**config.mk**
```make
export PLATFORM = sky130hd
export DESIGN_NAME = fvt_back
export DESIGN_NICKNAME = d
export VERILOG_FILES = /design/src/rtl/core/fvt_pkg.sv /design/src/rtl/core/fvt_back.sv
export SDC_FILE = /design/constraint.sdc
export NUM_CORES = 1
export LEC_CHECK = 0
export BUFFER_PORTS_ARGS = -buffer_cell sky130_fd_sc_hd__buf_2
export CAP_MARGIN = 20
export CORE_MARGIN = 5
export CORE_UTILIZATION = 46
export DETAILED_ROUTE_END_ITERATION = 10
export PLACE_DENSITY = 0.77
export SLEW_MARGIN = 30
export SYNTH_ARGS = -nofsm -noshare
export SYNTH_HDL_FRONTEND = slang
export SYNTH_SLANG_ARGS = --single-unit
```
**constraint.sdc**
```tcl
create_clock -name clk -period 0.8 [get_ports clk]
set_input_delay 0.16 -clock clk [delete_from_list [all_inputs] [get_ports clk]]
set_output_delay 0.16 -clock clk [all_outputs]
set_load 0.01 [all_outputs]
```
**src/rtl/core/fvt_pkg.sv**
```systemverilog
`timescale 1ns / 1ps
package fvt_pkg;

	localparam int FRAC_BITS = 16;
	localparam int TAB_BITS  = 8;
	localparam int TAB_N     = 1 << TAB_BITS;
	localparam int DATA_W    = 32;
	localparam int TAB_W     = 34;
	localparam int FRC_W     = 32 - TAB_BITS;
	localparam int PROD_W    = TAB_W + FRC_W;
	localparam int K_W       = 32 - FRAC_BITS;
	localparam int LNQ_W     = 40;
	localparam int NUM_W     = 64;
	localparam int DEN_W     = 34;
	localparam int QUO_W     = 33;

	localparam logic [63:0] LN2_Q32   = 64'd2977044472;
	localparam logic [30:0] LOG2E_Q30 = 31'd1549082005;

	localparam logic [DATA_W-1:0] FX_ONE  = DATA_W'(1) << FRAC_BITS;
	localparam logic [DATA_W-1:0] FX_HALF = DATA_W'(1) << (FRAC_BITS - 1);
	localparam logic [DATA_W-1:0] FX_MIN  = 32'h8000_0000;
	localparam logic [DATA_W-1:0] FX_MAX  = 32'h7FFF_FFFF;

	localparam logic [2:0] MODE_DIRECT = 3'd0;
	localparam logic [2:0] MODE_NORM   = 3'd1;
	localparam logic [2:0] MODE_STD    = 3'd2;
	localparam logic [2:0] MODE_LOG    = 3'd3;
	localparam logic [2:0] MODE_BIN    = 3'd4;
	localparam logic [2:0] MODE_SIG    = 3'd5;

	typedef enum logic [1:0] {
		OP_FIX,
		OP_SCALE,
		OP_LOG,
		OP_SIG
	} op_t;

	typedef struct packed {
		logic [2:0]        mode;
		logic [DATA_W-1:0] minimum;
		logic [DATA_W-1:0] maximum;
		logic [DATA_W-1:0] mean;
		logic [DATA_W-1:0] deviation;
		logic [DATA_W-1:0] fallback;
	} cfg_t;

	// sideband that rides along the dividers
	typedef struct packed {
		op_t               op;
		logic [DATA_W-1:0] res;
		logic              sat;
		logic              dom;
		logic              neg;
		logic [K_W-1:0]    k;
	} side_t;

	typedef logic [TAB_W-1:0] tab_t [0:TAB_N];

	// ln(1 + i/N) = 2 atanh(i / (2N + i)), Q32
	function automatic tab_t build_ln();
		tab_t t;
		logic [63:0] z, z2, term, sum;
		for (int i = 0; i <= TAB_N; i++) begin
			z = (64'(i) << 32) / 64'(2 * TAB_N + i);
			z2 = (z * z) >> 32;
			term = z;
			sum = z;
			for (int k = 1; k <= 24; k++) begin
				term = (term * z2) >> 32;
				sum = sum + term / 64'(2 * k + 1);
			end
			t[i] = TAB_W'(sum << 1);
		end
		return t;
	endfunction

	// 2^(i/N) by power series of e^y, Q32
	function automatic tab_t build_exp2();
		tab_t t;
		logic [63:0] y, tm, s;
		for (int i = 0; i <= TAB_N; i++) begin
			y = (64'(i) * LN2_Q32) >> TAB_BITS;
			tm = 64'h1_0000_0000;
			s = 64'h1_0000_0000;
			for (int n = 1; n <= 20; n++) begin
				tm = ((tm * y) >> 32) / 64'(n);
				s = s + tm;
			end
			t[i] = TAB_W'(s);
		end
		return t;
	endfunction

	localparam tab_t LN_TAB   = build_ln();
	localparam tab_t EXP2_TAB = build_exp2();

endpackage

```
**src/rtl/core/fvt_back.sv**
```systemverilog
`timescale 1ns / 1ps
module fvt_back (
	input  logic                       clk,
	input  logic                       arst_n,
	input  logic                       en,
	input  logic                       res_valid,
	input  logic [fvt_pkg::QUO_W-1:0]  res_quo,
	input  logic                       res_ovf,
	input  fvt_pkg::side_t             res_side,
	output logic                       op_valid,
	output logic [fvt_pkg::NUM_W-1:0]  op_num,
	output logic [fvt_pkg::DEN_W-1:0]  op_den,
	output fvt_pkg::side_t             op_side
);
	import fvt_pkg::*;

	logic             v_s1;
	logic [NUM_W-1:0] num_s1, nx_num;
	logic [DEN_W-1:0] den_s1, nx_den;
	side_t            side_s1, nx_side;

	// saturate the scaled quotient; build 2^(F+32) / (1 + 2^-u) operands
	always_comb begin
		logic [QUO_W-1:0] d;
		nx_side = res_side;
		nx_num = '0;
		nx_den = DEN_W'(1);
		d = (|res_side.k[K_W-1:6]) ? '0 : (res_quo >> res_side.k[5:0]);
		unique case (res_side.op)
			OP_SCALE: begin
				nx_side.op = OP_FIX;
				if (!res_side.neg) begin
					if (res_ovf || res_quo > QUO_W'(FX_MAX)) begin
						nx_side.sat = 1'b1;
						nx_side.res = FX_MAX;
					end else begin
						nx_side.res = res_quo[DATA_W-1:0];
					end
				end else begin
					if (res_ovf || res_quo > QUO_W'(FX_MIN)) begin
						nx_side.sat = 1'b1;
						nx_side.res = FX_MIN;
					end else begin
						nx_side.res = -res_quo[DATA_W-1:0];
					end
				end
			end
			OP_SIG: begin
				nx_den = (DEN_W'(1) << 32) + DEN_W'(d);
				nx_num = (NUM_W'(1) << (FRAC_BITS + 32)) + NUM_W'(nx_den >> 1);
			end
			default: ;
		endcase
	end

	always_ff @(posedge clk or negedge arst_n) begin
		if (!arst_n) begin
			v_s1 <= 1'b0;
		end else if (en) begin
			v_s1 <= res_valid;
		end
	end

	always_ff @(posedge clk) begin
		if (en) begin
			num_s1 <= nx_num;
			den_s1 <= nx_den;
			side_s1 <= nx_side;
		end
	end

	assign op_valid = v_s1;
	assign op_num = num_s1;
	assign op_den = den_s1;
	assign op_side = side_s1;

endmodule

```
==> flow_summary.json <==
{
  "drc": 0,
  "viasPerCell": 6.081,
  "crit_type": "input pin to flop",
  "die_area_sq_um": 16860,
  "critPathCaptureType": "flop",
  "cts_tree": "built",
  "p_seq_share_pct": 38.3,
  "critPathArrivalTime_ns": 2.31,
  "worstPathMaxFanout": 4,
  "endpoint": "op_side[18]",
  "synth_cell_types": 59,
  "grt_pass1_vias": 7138,
  "layout_common_cells": "202 x buf_4, 196 x buf_2, 88 x edfxtp_1",
  "failed_checks": "setup timing",
  "clockBufferDepth": 2,
  "grt_max_degree": 37,
  "drt_iter0_markers": 877,
  "critPathLaunch": "res_quo[11]",
  "synth_edf_count": 88,
  "ys_seq_area_share_pct": 40.37,
  "cts_root_buffer": "clkbuf_16",
  "crit_cells": 8,
  "leakagePower_uw": 0.004682,
  "vias": 7814,
  "drv_slew": 0,
  "diodes": 0,
  "ys_seq_elements": 89,
  "synth_ff_type": "edfxtp_1",
  "dp_hpwl_um": 18110,
  "status": "finished with violations",
  "yosysWarnings": 0,
  "firstDrtPassIters": 5,
  "worst_pin_slew_ns": 0.5331,
  "areaGrowthSynthToFinish_pct": 64.89,
  "dieHeight_um": 129.9,
  "reg2reg_to": "op_valid",
  "finClkSkew_ns": 0,
  "die-width_um": 129.9,
  "core.rowCount": 43,
  "core_area_sq_um": 13990,
  "p_sw_share_pct": 31.12,
  "start_util_pct": 47.24,
  "cp_cell_sequence": "buf_6 -> or4_4 -> or3_4 -> or4_4 -> o21ai_4 -> buf_4 -> o21ai_0 -> a21o_1",
  "rr_startpoint": "op_valid",
  "ir_worst_vdd_mv": 1.138,
  "hold_viol": 0,
  "htreeDepth": 3,
  "final_common_cell": "buf_4",
  "cpPeakStageDelay_ns": 0.56,
  "crit_path_start_kind": "input pin",
  "slew_headroom_pct": 64.13,
  "powerDensity_nw_per_um2": 1347,
  "drive_gt1_share_pct": 59.55,
  "worst-path-buf-inv": 2,
  "crit_family": "simple AND/OR/NAND/NOR gates",
  "clkLatencyLatePin_ns": 0.36,
  "instances_no_fill": 1285,
  "grt_pass1_wl_um": 37490,
  "min_period_ns": 2.188,
  "finalSetupViolations": 189,
  "io_pins": 243,
  "gp_congestion": 0.9543,
  "grt.overflow.total": 0,
  "grtUsageTotal_pct": 28.74,
  "antenna_found_initial": 0,
  "power_frac_comb_pct": 31.3,
  "p_clk_share_pct": 30.4,
  "switchingPower_uw": 4566,
  "synthCells": 718,
  "synth_area_sq_um": 6608,
  "whs_ns": 0.02281,
  "path_common_cell": "or4_4",
  "cp.required_ns": 0.92,
  "async_reset_ff_share_pct": 1.124,
  "cts-buffers-inserted": 9,
  "dp_cells": 1213,
  "clk_pin_slew_ns": 0.07,
  "fin_ws_ns": -1.388,
  "intPower_uw": 10110,
  "r2r_cells": 1,
  "max_freq_ghz": 0.4570,
  "period_share_pct": 273.5,
  "r2r_setup_slack_ns": 0.06,
  "crit_slowest_cell": "or4_4",
  "io_buffers": 212,
  "nNetsFinal": 1193,
  "synth.avg_cell_area_sq_um": 9.203,
  "cap_violations": 0,
  "antenna_left": 0,
  "hold_path.class": "input pin to flop",
  "rsz0062_at_grt": "true",
  "route.detailed.wl_per_inst_um": 21.32,
  "routed_wirelength_um": 27390,
  "cts_sinks": 89
}
-- through the flow --
| stage | instance area (sq um) | power, uW | setup WS, ns | util [%] | TNS [ns] |
|---|---|---|---|---|---|
| 6_report | 10900 | 14670 | -1.388 | 77.89 | -93.63 |
| 5_1_grt | 10900 | 15160 | -1.392 | 77.89 | -99.70 |
| 4_1_cts | 10340 | 14160 | -1.337 | 73.92 | -91.01 |
| 3_5_place_dp | 9119 | 9378 | -1.718 | 65.19 | -96.38 |
| 3_3_place_gp | 9119 | 9316 | -1.656 | 65.19 | -93.67 |
| 2_1_floorplan | 7264 | 7841 | -1.532 | - | -72.55 |
-- synth_stat cells (11+ instances only) --
| cell type | count | share of area (%) |
|---|---|---|
| mux2i_1 | 44 | 6.7 |
| o21ai_0 | 33 | 2.5 |
| nor4_1 | 18 | 1.7 |
| edfxtp_1 | 88 | 40 |
| nor3_1 | 36 | 2.7 |
| a21oi_1 | 30 | 2.3 |
| a31oi_1 | 26 | 2.5 |
| nand2_1 | 52 | 3.0 |
| clkbuf_1 | 54 | 3.1 |
| o22ai_1 | 15 | 1.4 |
| a211oi_1 | 12 | 1.4 |
| mux2_2 | 20 | 3.4 |
| nor2_1 | 90 | 5.1 |
| mux4_2 | 12 | 4.1 |
| inv_1 | 12 | 0.68 |
| buf_4 | 63 | 7.2 |
| nand4_1 | 11 | 1.0 |
-- registers in the layout, indices dropped and copies added (netlist names) --
name      cells
op_side      53
op_valid      1
op_num        2
op_den       33
-- metal layers --
layer  vias up  part of all wire [%]  GRT usage, %
met2       665                    48         47.32
li1       3346                     -             -
met3       126                    12         8.187
met4         0                   4.8         12.47
met5         -                     0             0
met1      3677                    35         35.38
-- worst min path at each step --
stage | start | to | cells past startpoint
floorplan | arst_n | op_valid | 0
global placement | arst_n | op_valid | 1
detailed placement | arst_n | op_valid | 1
CTS | res_side[9] | op_side[9] | 1
global route | res_side[8] | op_side[8] | 1
finish | res_side[9] | op_side[9] | 1
-- power by group through the flow --
| stage | registers, uW | clock network (uW) | logic (uW) |
|---|---|---|---|
| floorplan | 5920 | 0 | 1920 |
| CTS | 5620 | 4420 | 4120 |
| global placement | 5720 | 0 | 3600 |
| global route | 5650 | 4680 | 4830 |
| detailed placement | 5720 | 0 | 3660 |
| finish | 5620 | 4450 | 4600 |
-- timing repair --
item                                    CTS  global route
hold endpoints to repair                  6             1
cloned                                    3             0
pin swaps                                47            44
endpoints found under the setup margin  189           189
setup buffers                            29            24
hold buffers                              6             1
gates resized for setup                 143            92
-- final cells by class --
type / instances / area, sq um
Inverter: 13 / 48.80
Timing Repair Buffer: 472 / 3486
Tap cell: 180 / 225.2
Clock buffer: 9 / 225.2
Fill cell: 866 / 3093
Multi-Input combinational cell: 515 / 4167
Clock inverter: 7 / 76.32
Sequential cell: 89 / 2668
-- kinds of logic (layout without fill, tap and decap cells) --
| kind of cell | Yosys count | count (layout) | share of synthesized area, % |
|---|---|---|---|
| multiplexers | 76 | 76 | 14.16 |
| AO/OA/AOI/OAI | 153 | 153 | 14.75 |
| buffers and inverters | 144 | 501 | 11.93 |
| other | 1 | 30 | 0.05675 |
| XOR/XNOR | 2 | 2 | 0.2651 |
| AND/OR/NAND/NOR | 251 | 252 | 18.08 |
| flip-flops | 89 | 89 | 40.37 |
| adder cells (fa/ha/maj) | 2 | 2 | 0.3787 |
(Power assumes the default switching activity.)
